===== config.mk =====
export PLATFORM = sky130hd
export DESIGN_NAME = lbp_hist_front
export DESIGN_NICKNAME = d
export VERILOG_FILES = /design/src/rtl/core/lbp_hist_pkg.sv /design/src/rtl/core/lbp_hist_front.sv
export SDC_FILE = /design/constraint.sdc
export NUM_CORES = 1
export LEC_CHECK = 0
export BUFFER_PORTS_ARGS = -buffer_cell sky130_fd_sc_hd__buf_4
export CAP_MARGIN = 20
export CORE_MARGIN = 2
export CORE_UTILIZATION = 30
export CTS_BUF_LIST = sky130_fd_sc_hd__clkbuf_8 sky130_fd_sc_hd__clkbuf_16
export DETAILED_ROUTE_END_ITERATION = 16
export PLACE_DENSITY = 0.55
export SYNTH_ARGS = -nofsm -noshare
export SYNTH_HDL_FRONTEND = slang
export SYNTH_SLANG_ARGS = --single-unit

===== constraint.sdc =====
create_clock -name clk -period 8.2 [get_ports clk]
set_input_delay 0.41 -clock clk [delete_from_list [all_inputs] [get_ports clk]]
set_output_delay 0.41 -clock clk [all_outputs]
set_load 0.02 [all_outputs]

===== src/rtl/core/lbp_hist_pkg.sv =====
// ----------------------------------------------------------------------------
// LBP histogram package
// Shared types, codes, widths and constants of the LBP histogram core.
// ----------------------------------------------------------------------------
package lbp_hist_pkg;

	localparam int DEF_MAX_WIDTH  = 1024;
	localparam int DEF_MAX_HEIGHT = 1024;
	localparam int MIN_DIM        = 3;

	localparam int CFG_W      = 11;
	localparam int CFG_ADDR_W = 3;
	localparam int PDATA_W    = 32;

	localparam logic [CFG_W-1:0] WIDTH_RESET  = 11'd1024;
	localparam logic [CFG_W-1:0] HEIGHT_RESET = 11'd1024;

	typedef enum logic {
		REG_WIDTH  = 1'b0,
		REG_HEIGHT = 1'b1
	} reg_sel_t;

	typedef enum logic [1:0] {
		CMD_PUSH  = 2'd0,
		CMD_READ  = 2'd1,
		CMD_CLEAR = 2'd2
	} cmd_t;

	localparam int PIX_W     = 8;
	localparam int BIN_W     = 8;
	localparam int CNT_W     = 21;
	localparam int OUT_CNT_W = 20;

	localparam logic [CNT_W-1:0] CNT_MAX = '1;

	localparam int SUM_W      = 15;
	localparam int GREY_SHIFT = 21;
	localparam logic [SUM_W-1:0] RED_WT     = 15'd30;
	localparam logic [SUM_W-1:0] GREEN_WT   = 15'd59;
	localparam logic [SUM_W-1:0] BLUE_WT    = 15'd11;
	localparam logic [SUM_W-1:0] GREY_RECIP = 15'd20972;

	localparam int QUEUE_DEPTH = 4;
	localparam int OUT_DEPTH   = 8;

	typedef struct packed {
		cmd_t             cmd;
		logic [PIX_W-1:0] grey;
		logic             interior;
		logic [BIN_W-1:0] bin_index;
	} item_t;

	typedef struct packed {
		logic                 code_valid;
		logic [PIX_W-1:0]     lbp_code;
		logic [OUT_CNT_W-1:0] bin_count;
		logic [OUT_CNT_W-1:0] interior_count;
	} result_t;

	function automatic logic [OUT_CNT_W-1:0] sat_out(input logic [CNT_W-1:0] v);
		logic [OUT_CNT_W-1:0] r;
		r = v[CNT_W-1] ? '1 : v[OUT_CNT_W-1:0];
		return r;
	endfunction

	function automatic logic [CNT_W-1:0] sat_inc(input logic [CNT_W-1:0] v);
		logic [CNT_W-1:0] r;
		r = (v == CNT_MAX) ? v : v + CNT_W'(1);
		return r;
	endfunction

endpackage


===== src/rtl/core/lbp_hist_front.sv =====
// ----------------------------------------------------------------------------
// LBP histogram front end
// Accepts beats, tracks the raster position, and computes the grey level.
// ----------------------------------------------------------------------------
module lbp_hist_front #(
	parameter int MAX_WIDTH  = lbp_hist_pkg::DEF_MAX_WIDTH,
	parameter int MAX_HEIGHT = lbp_hist_pkg::DEF_MAX_HEIGHT,
	parameter int COL_W      = $clog2(MAX_WIDTH),
	parameter int ROW_W      = $clog2(MAX_HEIGHT)
) (
	input  logic                            clk,
	input  logic                            arst_n,
	input  logic                            pix_valid,
	output logic                            pix_stall,
	input  logic [1:0]                      command,
	input  logic [lbp_hist_pkg::PIX_W-1:0]  red,
	input  logic [lbp_hist_pkg::PIX_W-1:0]  green,
	input  logic [lbp_hist_pkg::PIX_W-1:0]  blue,
	input  logic [lbp_hist_pkg::BIN_W-1:0]  bin_index,
	input  logic [lbp_hist_pkg::CFG_W-1:0]  cfg_width,
	input  logic [lbp_hist_pkg::CFG_W-1:0]  cfg_height,
	input  logic                            init_done,
	input  logic                            q_full,
	output logic                            q_push,
	output lbp_hist_pkg::item_t             q_item,
	output logic [COL_W-1:0]                q_col
);
	import lbp_hist_pkg::*;

	logic [COL_W:0]     width_use;
	logic [ROW_W:0]     height_use;
	logic [COL_W-1:0]   col_q;
	logic [ROW_W-1:0]   row_q;
	logic [COL_W:0]     col_a;
	logic [ROW_W:0]     row_a;
	logic [COL_W:0]     col_n;
	logic [ROW_W:0]     row_n;
	logic               interior_c;
	logic               accept;
	cmd_t               cmd_c;
	logic [SUM_W-1:0]   sum_c;
	logic [2*SUM_W-1:0] prod_c;

	logic               f1_vld_q;
	cmd_t               cmd_s1;
	logic [SUM_W-1:0]   sum_s1;
	logic               interior_s1;
	logic [BIN_W-1:0]   bin_s1;
	logic [COL_W-1:0]   col_s1;

	assign cmd_c     = cmd_t'(command);
	assign pix_stall = !init_done || (f1_vld_q && q_full);
	assign accept    = pix_valid && !pix_stall;
	assign q_push    = f1_vld_q && !q_full;

	always_comb begin
		if (cfg_width < CFG_W'(MIN_DIM)) begin
			width_use = (COL_W+1)'(MIN_DIM);
		end else if (32'(cfg_width) > 32'(MAX_WIDTH)) begin
			width_use = (COL_W+1)'(MAX_WIDTH);
		end else begin
			width_use = (COL_W+1)'(cfg_width);
		end
		if (cfg_height < CFG_W'(MIN_DIM)) begin
			height_use = (ROW_W+1)'(MIN_DIM);
		end else if (32'(cfg_height) > 32'(MAX_HEIGHT)) begin
			height_use = (ROW_W+1)'(MAX_HEIGHT);
		end else begin
			height_use = (ROW_W+1)'(cfg_height);
		end
	end

	always_comb begin
		col_a = {1'b0, col_q};
		row_a = {1'b0, row_q};
		if (col_a >= width_use) begin
			col_a = '0;
			row_a = row_a + (ROW_W+1)'(1);
		end
		if (row_a >= height_use) begin
			row_a = '0;
		end
		interior_c = (row_a >= (ROW_W+1)'(2)) && (col_a >= (COL_W+1)'(2));
		col_n = col_a + (COL_W+1)'(1);
		row_n = row_a;
		if (col_n >= width_use) begin
			col_n = '0;
			row_n = row_a + (ROW_W+1)'(1);
			if (row_n >= height_use) begin
				row_n = '0;
			end
		end
	end

	assign sum_c = SUM_W'(red) * RED_WT + SUM_W'(green) * GREEN_WT
		+ SUM_W'(blue) * BLUE_WT;

	always_ff @(posedge clk or negedge arst_n) begin
		if (!arst_n) begin
			col_q    <= '0;
			row_q    <= '0;
			f1_vld_q <= 1'b0;
		end else begin
			if (accept) begin
				f1_vld_q <= 1'b1;
				case (cmd_c)
					CMD_PUSH: begin
						col_q <= col_n[COL_W-1:0];
						row_q <= row_n[ROW_W-1:0];
					end
					CMD_CLEAR: begin
						col_q <= '0;
						row_q <= '0;
					end
					default: begin
					end
				endcase
			end else if (q_push) begin
				f1_vld_q <= 1'b0;
			end
		end
	end

	always_ff @(posedge clk) begin
		if (accept) begin
			cmd_s1      <= cmd_c;
			sum_s1      <= sum_c;
			interior_s1 <= (cmd_c == CMD_PUSH) && interior_c;
			bin_s1      <= bin_index;
			col_s1      <= col_a[COL_W-1:0];
		end
	end

	assign prod_c = (2*SUM_W)'(sum_s1) * (2*SUM_W)'(GREY_RECIP);

	always_comb begin
		q_item.cmd       = cmd_s1;
		q_item.grey      = prod_c[GREY_SHIFT +: PIX_W];
		q_item.interior  = interior_s1;
		q_item.bin_index = bin_s1;
		q_col            = col_s1;
	end

endmodule


==> results.sh <==
export IMPL_grt_overflow=0
export IMPL_rsz0062_at_grt="false"
export IMPL_timing_critical_path_required_ns=8.43
export IMPL_outcome="finished, final reports clean"
export IMPL_clock_sinks=57
export IMPL_synth_seq_cells=57
export IMPL_fin_crit_sh=0.891
export IMPL_clock_latency_ns=0.34
export IMPL_yosysTopAreaCellShare=0.253
export IMPL_wl_per_cell_um=14.4
export IMPL_drt_iter0_drc=282
export IMPL_firstDrtPassIters=5
export IMPL_slowest_delay_ns=0.58
export IMPL_setup_tns_ns=0
export IMPL_root_buffer="clkbuf_16"
export IMPL_hp_class="input pin to register"
export IMPL_synthTopCellsByCount="inv_1, ha_1, fa_1"
export IMPL_yosysMostFrequentCell="inv_1"
export IMPL_die_height_um=191
export IMPL_hold_viol_final=0
export IMPL_drc=0
export IMPL_crit_slowest_cell="a2111oi_0"
export IMPL_cts_tree="done"
export IMPL_layout_nets=1531
export IMPL_async_flop_share=0.368
export IMPL_ant_nets=0
export IMPL_place_congestion=0.836
export IMPL_final_max_slew_viol_count=0
export IMPL_cpMostUsedCell="ha_1"
export IMPL_syn_cell_area_mm2=0.0104
export IMPL_synth_fp_nets=1447
export IMPL_wirelength_mm=22.9
export IMPL_io_buffers=91
export IMPL_skew_ns=0.0116
export IMPL_cts_max_level=3
export IMPL_multiInputGateArea_mm2=0.00784
export IMPL_rows=68
export IMPL_drt_vias_per_instance=4.53
export IMPL_design_die_area_mm2=0.0363
export IMPL_cp_arrival_ns=7.54
export IMPL_netlist_instances=1045
export IMPL_postCtsSetupRepairBufs=0
export IMPL_grt_max_degree=37
export IMPL_critical_path_class="input pin to register"
export IMPL_cts_resized=0
export IMPL_grt_first_pass_wirelength_mm=39.2
export IMPL_worstSetupEndpointType="register"
export IMPL_die_w_um=191
export IMPL_netlist_top_cell_by_area="fa_1"
export IMPL_slew_headroom=0.412
export IMPL_diodes=0
export IMPL_cts_buffers=9
export IMPL_core_mm2=0.0344
export IMPL_ys_flop_type="edfxtp_1"
export IMPL_min_period_ns=7.30
export IMPL_drive_gt1_frac=0.116
export IMPL_cp_start_kind="input pin"
export IMPL_clk_pin_slew_ns=0.06
export IMPL_final_cells=1589
export IMPL_max_freq_mhz=137
export IMPL_drv_cap=0
export IMPL_finalSetupViolations=0
export IMPL_area_growth_pct=13.4
export IMPL_start_util=0.304
export IMPL_synth_cell_types=72
export IMPL_synth_warning_count=0
export IMPL_crit_fanout=11
export IMPL_synth_edf_count=36
export IMPL_synth_seq_area_share=0.154
export IMPL_seq_area_mm2=0.00161
export IMPL_io_pins=92
export IMPL_dp_hpwl_mm=20.1
export IMPL_worst_pin_slew_ns=0.881
export IMPL_num_vias=7193
export IMPL_final_fill_count=3569
export IMPL_synth_area_leaders="fa_1, ha_1, edfxtp_1"
export IMPL_syn_avg_cell_area_um2=9.99
export IMPL_dp_cells=1572
export IMPL_antenna_found_initial=0
export IMPL_clk_path_buf_depth=2
export IMPL_grt_pass1_vias=7768
export IMPL_gr_usage_all_layers=0.136
through the flow:
stage	hold WS, ns	instance area, µm²	setup slack, ns	util
finish	0.245	11800	0.895	0.345
global route	0.223	11800	0.341	0.345
CTS	0.222	11800	0.996	0.345
detailed placement	0.318	11600	0.665	0.337
global placement	0.316	11600	0.807	0.337
floorplan	0.114	10400	1.49	-
timing repair:
action,in CTS,in global routing
endpoints found under the setup margin,0,0
hold buffers,1,0
hold endpoints to repair,21,0
routing by layer:
layer	track usage	up-vias	part of all wire
met5	0	-	0
met4	0.0295	0	0.012
met3	0.0144	15	0.024
met2	0.229	88	0.48
met1	0.189	3460	0.49
li1	-	3630	-
final cells by class:
| cell class | count | area share |
|---|---|---|
| well taps | 455 | 0.0481 |
| inverters | 236 | 0.0748 |
| clock buffers | 9 | 0.0190 |
| repair buffers | 92 | 0.0585 |
| clock inverters | 7 | 0.00253 |
| multi-input cells | 733 | 0.661 |
| flip-flops and latches | 57 | 0.136 |
kinds of logic (layout without fill, tap and decap cells):
logic type,Yosys count,in the layout,synth area share
buffers and inverters,255,344,0.0958
AOI/OAI and AO/OA,152,152,0.108
DFF,57,57,0.154
and+or+nand+nor,189,189,0.0957
xor gates and xnor gates,50,50,0.0427
muxes,1,1,0.000958
adders and majority gates,341,341,0.503
final timing paths:
check,endpoint,slack (ns),from,cells after the start
hold reg to reg,f1_vld_q$_DFFE_PN0P_,0.51,f1_vld_q$_DFFE_PN0P_,2
min in group asynchronous,col_q[7]$_DFFE_PN0P_,0.51,arst_n,2
max in group asynchronous,row_q[5]$_DFFE_PN0P_,7.45,arst_n,2
setup / recovery,row_q[8]$_DFFE_PN0P_,0.90,cfg_width[6],33
hold / removal,bin_s1[1]$_DFFE_PP_,0.24,bin_index[1],1
setup reg to reg,row_q[8]$_DFFE_PN0P_,1.17,col_q[7]$_DFFE_PN0P_,29
state kept, by name, indices dropped and copies added, names as in the netlist:
| register | count |
|---|---|
| cmd_s1 | 2 |
| sum_s1 | 15 |
| row_q | 10 |
| bin_s1 | 8 |
| interior_s1 | 1 |
| q_col | 10 |
| f1_vld_q | 1 |
| col_q | 10 |
cells in the final DEF (no fill, tap or decap), types with 17 or more instances in the layout:
cell type	count
nor2_1	34
fa_1	132
edfxtp_1	36
ha_1	209
o21ai_0	23
a21oi_1	40
buf_4	91
dfrtp_1	21
a21o_1	17
inv_1	234
xor2_1	20
nand2_1	53
nand3_1	21
xnor2_1	29
critical path: cells and delay by family:
family / cells / cell delay, ns
XOR/XNOR: 1 / 0.33
buffers and inverters: 4 / 0.43
adder cells (fa/ha/maj): 4 / 0.97
AND/OR/NAND/NOR: 12 / 2.66
AO/OA/AOI/OAI: 12 / 2.72
Power is not shown: default switching activity piles up to over one toggle a cycle in this logic, so the estimate is an artifact.
