File: src/rtl/core/lbp_hist_pkg.sv
// ----------------------------------------------------------------------------
// LBP histogram package
// Shared types, codes, widths and constants of the LBP histogram core.
// ----------------------------------------------------------------------------
package lbp_hist_pkg;

	localparam int DEF_MAX_WIDTH  = 1024;
	localparam int DEF_MAX_HEIGHT = 1024;
	localparam int MIN_DIM        = 3;

	localparam int CFG_W      = 11;
	localparam int CFG_ADDR_W = 3;
	localparam int PDATA_W    = 32;

	localparam logic [CFG_W-1:0] WIDTH_RESET  = 11'd1024;
	localparam logic [CFG_W-1:0] HEIGHT_RESET = 11'd1024;

	typedef enum logic {
		REG_WIDTH  = 1'b0,
		REG_HEIGHT = 1'b1
	} reg_sel_t;

	typedef enum logic [1:0] {
		CMD_PUSH  = 2'd0,
		CMD_READ  = 2'd1,
		CMD_CLEAR = 2'd2
	} cmd_t;

	localparam int PIX_W     = 8;
	localparam int BIN_W     = 8;
	localparam int CNT_W     = 21;
	localparam int OUT_CNT_W = 20;

	localparam logic [CNT_W-1:0] CNT_MAX = '1;

	localparam int SUM_W      = 15;
	localparam int GREY_SHIFT = 21;
	localparam logic [SUM_W-1:0] RED_WT     = 15'd30;
	localparam logic [SUM_W-1:0] GREEN_WT   = 15'd59;
	localparam logic [SUM_W-1:0] BLUE_WT    = 15'd11;
	localparam logic [SUM_W-1:0] GREY_RECIP = 15'd20972;

	localparam int QUEUE_DEPTH = 4;
	localparam int OUT_DEPTH   = 8;

	typedef struct packed {
		cmd_t             cmd;
		logic [PIX_W-1:0] grey;
		logic             interior;
		logic [BIN_W-1:0] bin_index;
	} item_t;

	typedef struct packed {
		logic                 code_valid;
		logic [PIX_W-1:0]     lbp_code;
		logic [OUT_CNT_W-1:0] bin_count;
		logic [OUT_CNT_W-1:0] interior_count;
	} result_t;

	function automatic logic [OUT_CNT_W-1:0] sat_out(input logic [CNT_W-1:0] v);
		logic [OUT_CNT_W-1:0] r;
		r = v[CNT_W-1] ? '1 : v[OUT_CNT_W-1:0];
		return r;
	endfunction

	function automatic logic [CNT_W-1:0] sat_inc(input logic [CNT_W-1:0] v);
		logic [CNT_W-1:0] r;
		r = (v == CNT_MAX) ? v : v + CNT_W'(1);
		return r;
	endfunction

endpackage

File: src/rtl/core/lbp_hist_queue.sv
// ----------------------------------------------------------------------------
// LBP histogram work queue
// Short register queue between the front end and the back end.
// ----------------------------------------------------------------------------
module lbp_hist_queue #(
	parameter int DEPTH = lbp_hist_pkg::QUEUE_DEPTH,
	parameter int COL_W = $clog2(lbp_hist_pkg::DEF_MAX_WIDTH)
) (
	input  logic                clk,
	input  logic                arst_n,
	input  logic                push,
	input  lbp_hist_pkg::item_t item_in,
	input  logic [COL_W-1:0]    col_in,
	output logic                full,
	input  logic                pop,
	output logic                not_empty,
	output lbp_hist_pkg::item_t item_out,
	output logic [COL_W-1:0]    col_out
);
	import lbp_hist_pkg::*;

	localparam int PTR_W = $clog2(DEPTH);
	localparam int CNT_W_Q = $clog2(DEPTH + 1);

	item_t              item_q [DEPTH];
	logic [COL_W-1:0]   col_q  [DEPTH];
	logic [PTR_W-1:0]   wr_q;
	logic [PTR_W-1:0]   rd_q;
	logic [CNT_W_Q-1:0] cnt_q;

	assign full      = (cnt_q == CNT_W_Q'(DEPTH));
	assign not_empty = (cnt_q != '0);
	assign item_out  = item_q[rd_q];
	assign col_out   = col_q[rd_q];

	always_ff @(posedge clk or negedge arst_n) begin
		if (!arst_n) begin
			wr_q  <= '0;
			rd_q  <= '0;
			cnt_q <= '0;
		end else begin
			if (push) begin
				wr_q <= (wr_q == PTR_W'(DEPTH - 1)) ? '0 : wr_q + PTR_W'(1);
			end
			if (pop) begin
				rd_q <= (rd_q == PTR_W'(DEPTH - 1)) ? '0 : rd_q + PTR_W'(1);
			end
			if (push && !pop) begin
				cnt_q <= cnt_q + CNT_W_Q'(1);
			end else if (pop && !push) begin
				cnt_q <= cnt_q - CNT_W_Q'(1);
			end
		end
	end

	always_ff @(posedge clk) begin
		if (push) begin
			item_q[wr_q] <= item_in;
			col_q[wr_q]  <= col_in;
		end
	end

endmodule

File: config.mk
export PLATFORM = sky130hd
export DESIGN_NAME = lbp_hist_queue
export DESIGN_NICKNAME = d
export VERILOG_FILES = /design/src/rtl/core/lbp_hist_pkg.sv /design/src/rtl/core/lbp_hist_queue.sv
export SDC_FILE = /design/constraint.sdc
export NUM_CORES = 1
export LEC_CHECK = 0
export ABC_AREA = 1
export ABC_CLOCK_PERIOD_IN_PS = 2300
export BUFFER_PORTS_ARGS = -buffer_cell sky130_fd_sc_hd__buf_2
export CAP_MARGIN = 5
export CORE_MARGIN = 4
export CORE_UTILIZATION = 55
export CTS_BUF_LIST = sky130_fd_sc_hd__clkbuf_2
export DETAILED_ROUTE_END_ITERATION = 12
export HOLD_SLACK_MARGIN = 0.12
export PLACE_DENSITY = 0.79
export SYNTH_ARGS = -nofsm -noshare
export SYNTH_HDL_FRONTEND = slang
export SYNTH_SLANG_ARGS = --single-unit
File: constraint.sdc
create_clock -name clk -period 2.3 [get_ports clk]
set_input_delay 0.46 -clock clk [delete_from_list [all_inputs] [get_ports clk]]
set_output_delay 0.46 -clock clk [all_outputs]
set_load 0.005 [all_outputs]
==> impl_results.html <==
<table>
<tr><th>Metric</th><th>Value</th></tr>
<tr><th colspan="2">Run status</th></tr>
<tr><td>Result of the run</td><td>finished, violations left</td></tr>
<tr><td>Violated checks</td><td>setup timing</td></tr>
<tr><th colspan="2">Pwr</th></tr>
<tr><td>Cell Int Power</td><td>0.00472 W</td></tr>
<tr><td>Design Power</td><td>0.00721 W</td></tr>
<tr><td>Max IR drop VDD</td><td>0.519 mV</td></tr>
<tr><td>Power share of the combinational group</td><td>0.383</td></tr>
<tr><td>Switch share</td><td>0.345</td></tr>
<tr><td>Fraction of power consumed by the clock network</td><td>0.188</td></tr>
<tr><td>Register share of total power</td><td>0.429</td></tr>
<tr><td>Ratio of total power to cell area</td><td>1120 nW/um^2</td></tr>
<tr><td>Sw Pwr</td><td>0.00249 W</td></tr>
<tr><td>Leakage power total</td><td>2.77 nW</td></tr>
<tr><th colspan="2">Drt</th></tr>
<tr><td>DRC viols</td><td>0</td></tr>
<tr><td>Aggregate routed wire length</td><td>10.0 mm</td></tr>
<tr><td>Total vias in the final route</td><td>3,235</td></tr>
<tr><td>Detailed-routing iteration count for the pre-antenna-repair pass</td><td>4</td></tr>
<tr><td>Via density</td><td>5.11</td></tr>
<tr><td>Iteration-0 DRC Markers</td><td>191</td></tr>
<tr><td>Detail Route Antenna Nets</td><td>0</td></tr>
<tr><td>Wire per inst</td><td>15.9 microns</td></tr>
<tr><th colspan="2">Die</th></tr>
<tr><td>Area enclosed by the die boundary</td><td>11,000 sq um</td></tr>
<tr><td>Initial core utilization</td><td>0.562</td></tr>
<tr><td>Floorplan die width</td><td>105 microns</td></tr>
<tr><td>Total I/O pin count</td><td>64</td></tr>
<tr><td>Die Y</td><td>105 microns</td></tr>
<tr><td>Number of cell rows</td><td>35</td></tr>
<tr><td>Core box area</td><td>9200 sq um</td></tr>
<tr><th colspan="2">Timing</th></tr>
<tr><td>Final hold violations</td><td>0</td></tr>
<tr><td>Total count of max-transition violations in the final report</td><td>0</td></tr>
<tr><td>Final setup TNS</td><td>-0.0884 ns</td></tr>
<tr><td>Slew margin rel.</td><td>0.728</td></tr>
<tr><td>Post-route setup slack</td><td>-0.0369 ns</td></tr>
<tr><td>Final critical delay including setup and external delays</td><td>2.34 ns</td></tr>
<tr><td>Clock skew</td><td>0.0288 ns</td></tr>
<tr><td>Fmax achieved</td><td>428 MHz</td></tr>
<tr><td>Actual transition at the worst max-transition pin</td><td>0.409 ns</td></tr>
<tr><td>Final setup violating endpoints</td><td>8</td></tr>
<tr><td>Unrepaired setup endpoints after global routing</td><td>yes</td></tr>
<tr><td>Ratio of final minimum period to clock period</td><td>1.02</td></tr>
<tr><th colspan="2">Yosys</th></tr>
<tr><td>Net count of the mapped netlist</td><td>430</td></tr>
<tr><td>Per-instance average area after synthesis</td><td>13.2 sq um</td></tr>
<tr><td>Cell area after technology mapping</td><td>5160 sq um</td></tr>
<tr><td>Post-synth top area share</td><td>0.674</td></tr>
<tr><td>Instance count of the mapped netlist</td><td>390</td></tr>
<tr><td>Warnings, synthesis</td><td>0</td></tr>
<tr><td>Top cells by area in the synthesized netlist</td><td>sky130_fd_sc_hd__edfxtp_1, sky130_fd_sc_hd__nand2_1, sky130_fd_sc_hd__o211ai_2</td></tr>
<tr><td>Register bit count reported by yosys</td><td>123</td></tr>
<tr><td>Synth area leader</td><td>sky130_fd_sc_hd__edfxtp_1</td></tr>
<tr><td>Synth unique cells</td><td>21</td></tr>
<tr><td>Post-synthesis sequential area ratio</td><td>0.708</td></tr>
<tr><th colspan="2">Clock network</th></tr>
<tr><td>Clock transition at the registers of the reported paths</td><td>0.17 ns</td></tr>
<tr><td>Sink Count</td><td>123</td></tr>
<tr><td>H-tree levels</td><td>4</td></tr>
<tr><td>TritonCTS clock tree</td><td>built</td></tr>
<tr><td>Latest clock arrival within the worst-skew pair</td><td>0.63 ns</td></tr>
<tr><td>TritonCTS buffer count</td><td>17</td></tr>
<tr><td>Max Root-Sink Buffers</td><td>2</td></tr>
<tr><td>CTS root buffer</td><td>sky130_fd_sc_hd__clkbuf_2</td></tr>
<tr><th colspan="2">Setup path</th></tr>
<tr><td>Worst R2R Path Depth</td><td>5</td></tr>
<tr><td>Worst setup EP type</td><td>output pin</td></tr>
<tr><td>Arrival time at the worst endpoint</td><td>1.88 ns</td></tr>
<tr><td>Setup CP Type</td><td>reg2out</td></tr>
<tr><td>Data required time of the worst path</td><td>1.84 ns</td></tr>
<tr><td>Critical path peak fanout</td><td>5</td></tr>
<tr><td>CP Launch Type</td><td>flop</td></tr>
<tr><th colspan="2">Global route</th></tr>
<tr><td>Met1 GRT Util</td><td>0.223</td></tr>
<tr><td>Number of global-route vias before repair</td><td>3,241</td></tr>
<tr><td>Global-route track usage on met2</td><td>0.327</td></tr>
<tr><td>Largest net degree at the start of global routing</td><td>31</td></tr>
<tr><td>Grt total ovfl</td><td>0</td></tr>
<tr><td>GR Util met3</td><td>0.0562</td></tr>
<tr><td>Gr busiest metal</td><td>met2</td></tr>
<tr><td>Number of antenna violations at the first check in global routing</td><td>0</td></tr>
<tr><td>Wire length of the first global-routing pass</td><td>15.9 mm</td></tr>
<tr><td>Total track usage</td><td>0.189</td></tr>
<tr><th colspan="2">Flow run</th></tr>
<tr><td>Max-cap violation count</td><td>0</td></tr>
<tr><th colspan="2">Final layout</th></tr>
<tr><td>Area Overhead vs Synth</td><td>24.8%</td></tr>
<tr><td>Proportion of layout cells with a drive suffix above 1</td><td>0.289</td></tr>
<tr><td>N_diodes</td><td>0</td></tr>
<tr><td>Fill cell count</td><td>608</td></tr>
<tr><td>Final Net Count</td><td>549</td></tr>
<tr><th colspan="2">Placed design</th></tr>
<tr><td>Weighted congestion reported at the end of routability-driven placement</td><td>0.719</td></tr>
<tr><td>Post-Place Worst Slack</td><td>0.505 ns</td></tr>
<tr><td>Dpl hpwl</td><td>5.65 mm</td></tr>
<tr><td>Number of port buffers</td><td>63</td></tr>
<tr><th colspan="2">Hold path</th></tr>
<tr><td>Hold/Removal Path Class</td><td>reg2reg</td></tr>
<tr><td>Hold Crit Depth</td><td>2</td></tr>
</table>
==> placed cells by master (no fill, tap or decap), types with 4 or more instances in the layout <==
| cell | netlist | final |
|---|---|---|
| sky130_fd_sc_hd__buf_16 | 0 | 4 |
| sky130_fd_sc_hd__nand2_1 | 103 | 102 |
| sky130_fd_sc_hd__ha_1 | 6 | 6 |
| sky130_fd_sc_hd__o211ai_2 | 30 | 30 |
| sky130_fd_sc_hd__dfrtp_1 | 7 | 5 |
| sky130_fd_sc_hd__dlygate4sd3_1 | 0 | 33 |
| sky130_fd_sc_hd__buf_12 | 0 | 4 |
| sky130_fd_sc_hd__o211ai_1 | 28 | 28 |
| sky130_fd_sc_hd__clkinv_2 | 0 | 5 |
| sky130_fd_sc_hd__clkbuf_2 | 0 | 19 |
| sky130_fd_sc_hd__buf_2 | 11 | 63 |
| sky130_fd_sc_hd__edfxtp_1 | 116 | 116 |
| sky130_fd_sc_hd__inv_1 | 69 | 69 |
| sky130_fd_sc_hd__buf_4 | 2 | 6 |
==> metrics by stage <==
stage                     cell area, sq um  utilization  std cells  hold slack, ns
after floorplan                       5160            -        390           0.164
after global placement                5650        0.615        556           0.303
after detailed placement              5650        0.615        556           0.313
after CTS                             6360        0.692        628           0.495
after global routing                  6450        0.701        633           0.501
final                                 6450        0.701        633           0.514
==> metal layers <==
layer / part of all wire / wire length, microns
met1: 0.40 / 4030
met2: 0.52 / 5190
met3: 0.074 / 741
met4: 0.0072 / 72
met5: 0 / 0
==> flip-flops by register name, indices dropped and copies added (netlist names) <==
name	count
col_q	40
cnt_q	3
item_q	76
rd_q	2
wr_q	2
==> what timing repair did <==
| item | 4_1_cts | 5_1_grt |
|---|---|---|
| hold buffers | 33 | 0 |
| gates resized for setup | 14 | 3 |
| endpoints found under the setup margin | 29 | 29 |
| setup buffers | 3 | 1 |
| gates cloned | 4 | 4 |
| endpoints found under the hold margin | 127 | 0 |
| pin swaps | 3 | 6 |
==> worst max-delay path, cell delays in order, from the launching register on <==
cell	delay [ns]
sky130_fd_sc_hd__dfrtp_2	0.51
sky130_fd_sc_hd__buf_4	0.17
sky130_fd_sc_hd__inv_6	0.09
sky130_fd_sc_hd__buf_4	0.12
sky130_fd_sc_hd__nand2_1	0.07
sky130_fd_sc_hd__o211ai_2	0.06
sky130_fd_sc_hd__nand2_1	0.09
sky130_fd_sc_hd__buf_2	0.13
==> logic make-up (layout without fill, tap and decap cells) <==
family	count (synthesis)	in the layout	synth area share
AOI/OAI and AO/OA	63	63	0.118
xor gates and xnor gates	1	1	0.00170
adders and majority gates	7	7	0.0184
buffers and inverters	89	221	0.0746
DFF	123	123	0.708
and+or+nand+nor	107	107	0.0787
==> layout make-up <==
| cell class | count | area [sq um] | area share |
|---|---|---|---|
| clock buffer | 19 | 95.1 | 0.0148 |
| clock inverter | 13 | 151 | 0.0235 |
| inverter | 71 | 284 | 0.0441 |
| multi-input combinational | 178 | 1120 | 0.174 |
| sequential | 123 | 3660 | 0.568 |
| tap | 111 | 139 | 0.0215 |
| timing repair buffer | 115 | 968 | 0.150 |
| timing repair inverter | 3 | 23.8 | 0.00369 |
==> final timing paths <==
path	start	end	slack [ns]
min in group asynchronous	arst_n	wr_q[1]	0.75
setup reg to reg	wr_q[0]	col_q[0][7]	0.70
hold reg to reg	cnt_q[2]	cnt_q[2]	0.51
hold / removal	cnt_q[2]	cnt_q[2]	0.51
max in group asynchronous	arst_n	rd_q[0]	1.28
setup / recovery	rd_q[0]	item_out[11]	-0.04
==> cells in the mapped netlist (all sizes together) <==
master	count
a21oi	1
buf	18
dfrtp	7
edfxtp	116
fa	1
ha	6
inv	71
nand2	103
nand3	1
nand4	1
nor2	1
nor3	1
o211ai	58
o21ai	4
xnor2	1
==> power by group through the flow <==
stage | Clock [W] | Sequential (W) | Combinational [W]
after global routing | 0.00149 | 0.00313 | 0.00305
after CTS | 0.00140 | 0.00308 | 0.00265
after floorplan | 0 | 0.00310 | 0.00152
after detailed placement | 0 | 0.00312 | 0.00235
final | 0.00136 | 0.00309 | 0.00276
after global placement | 0 | 0.00310 | 0.00228
(Power assumes the default switching activity.)
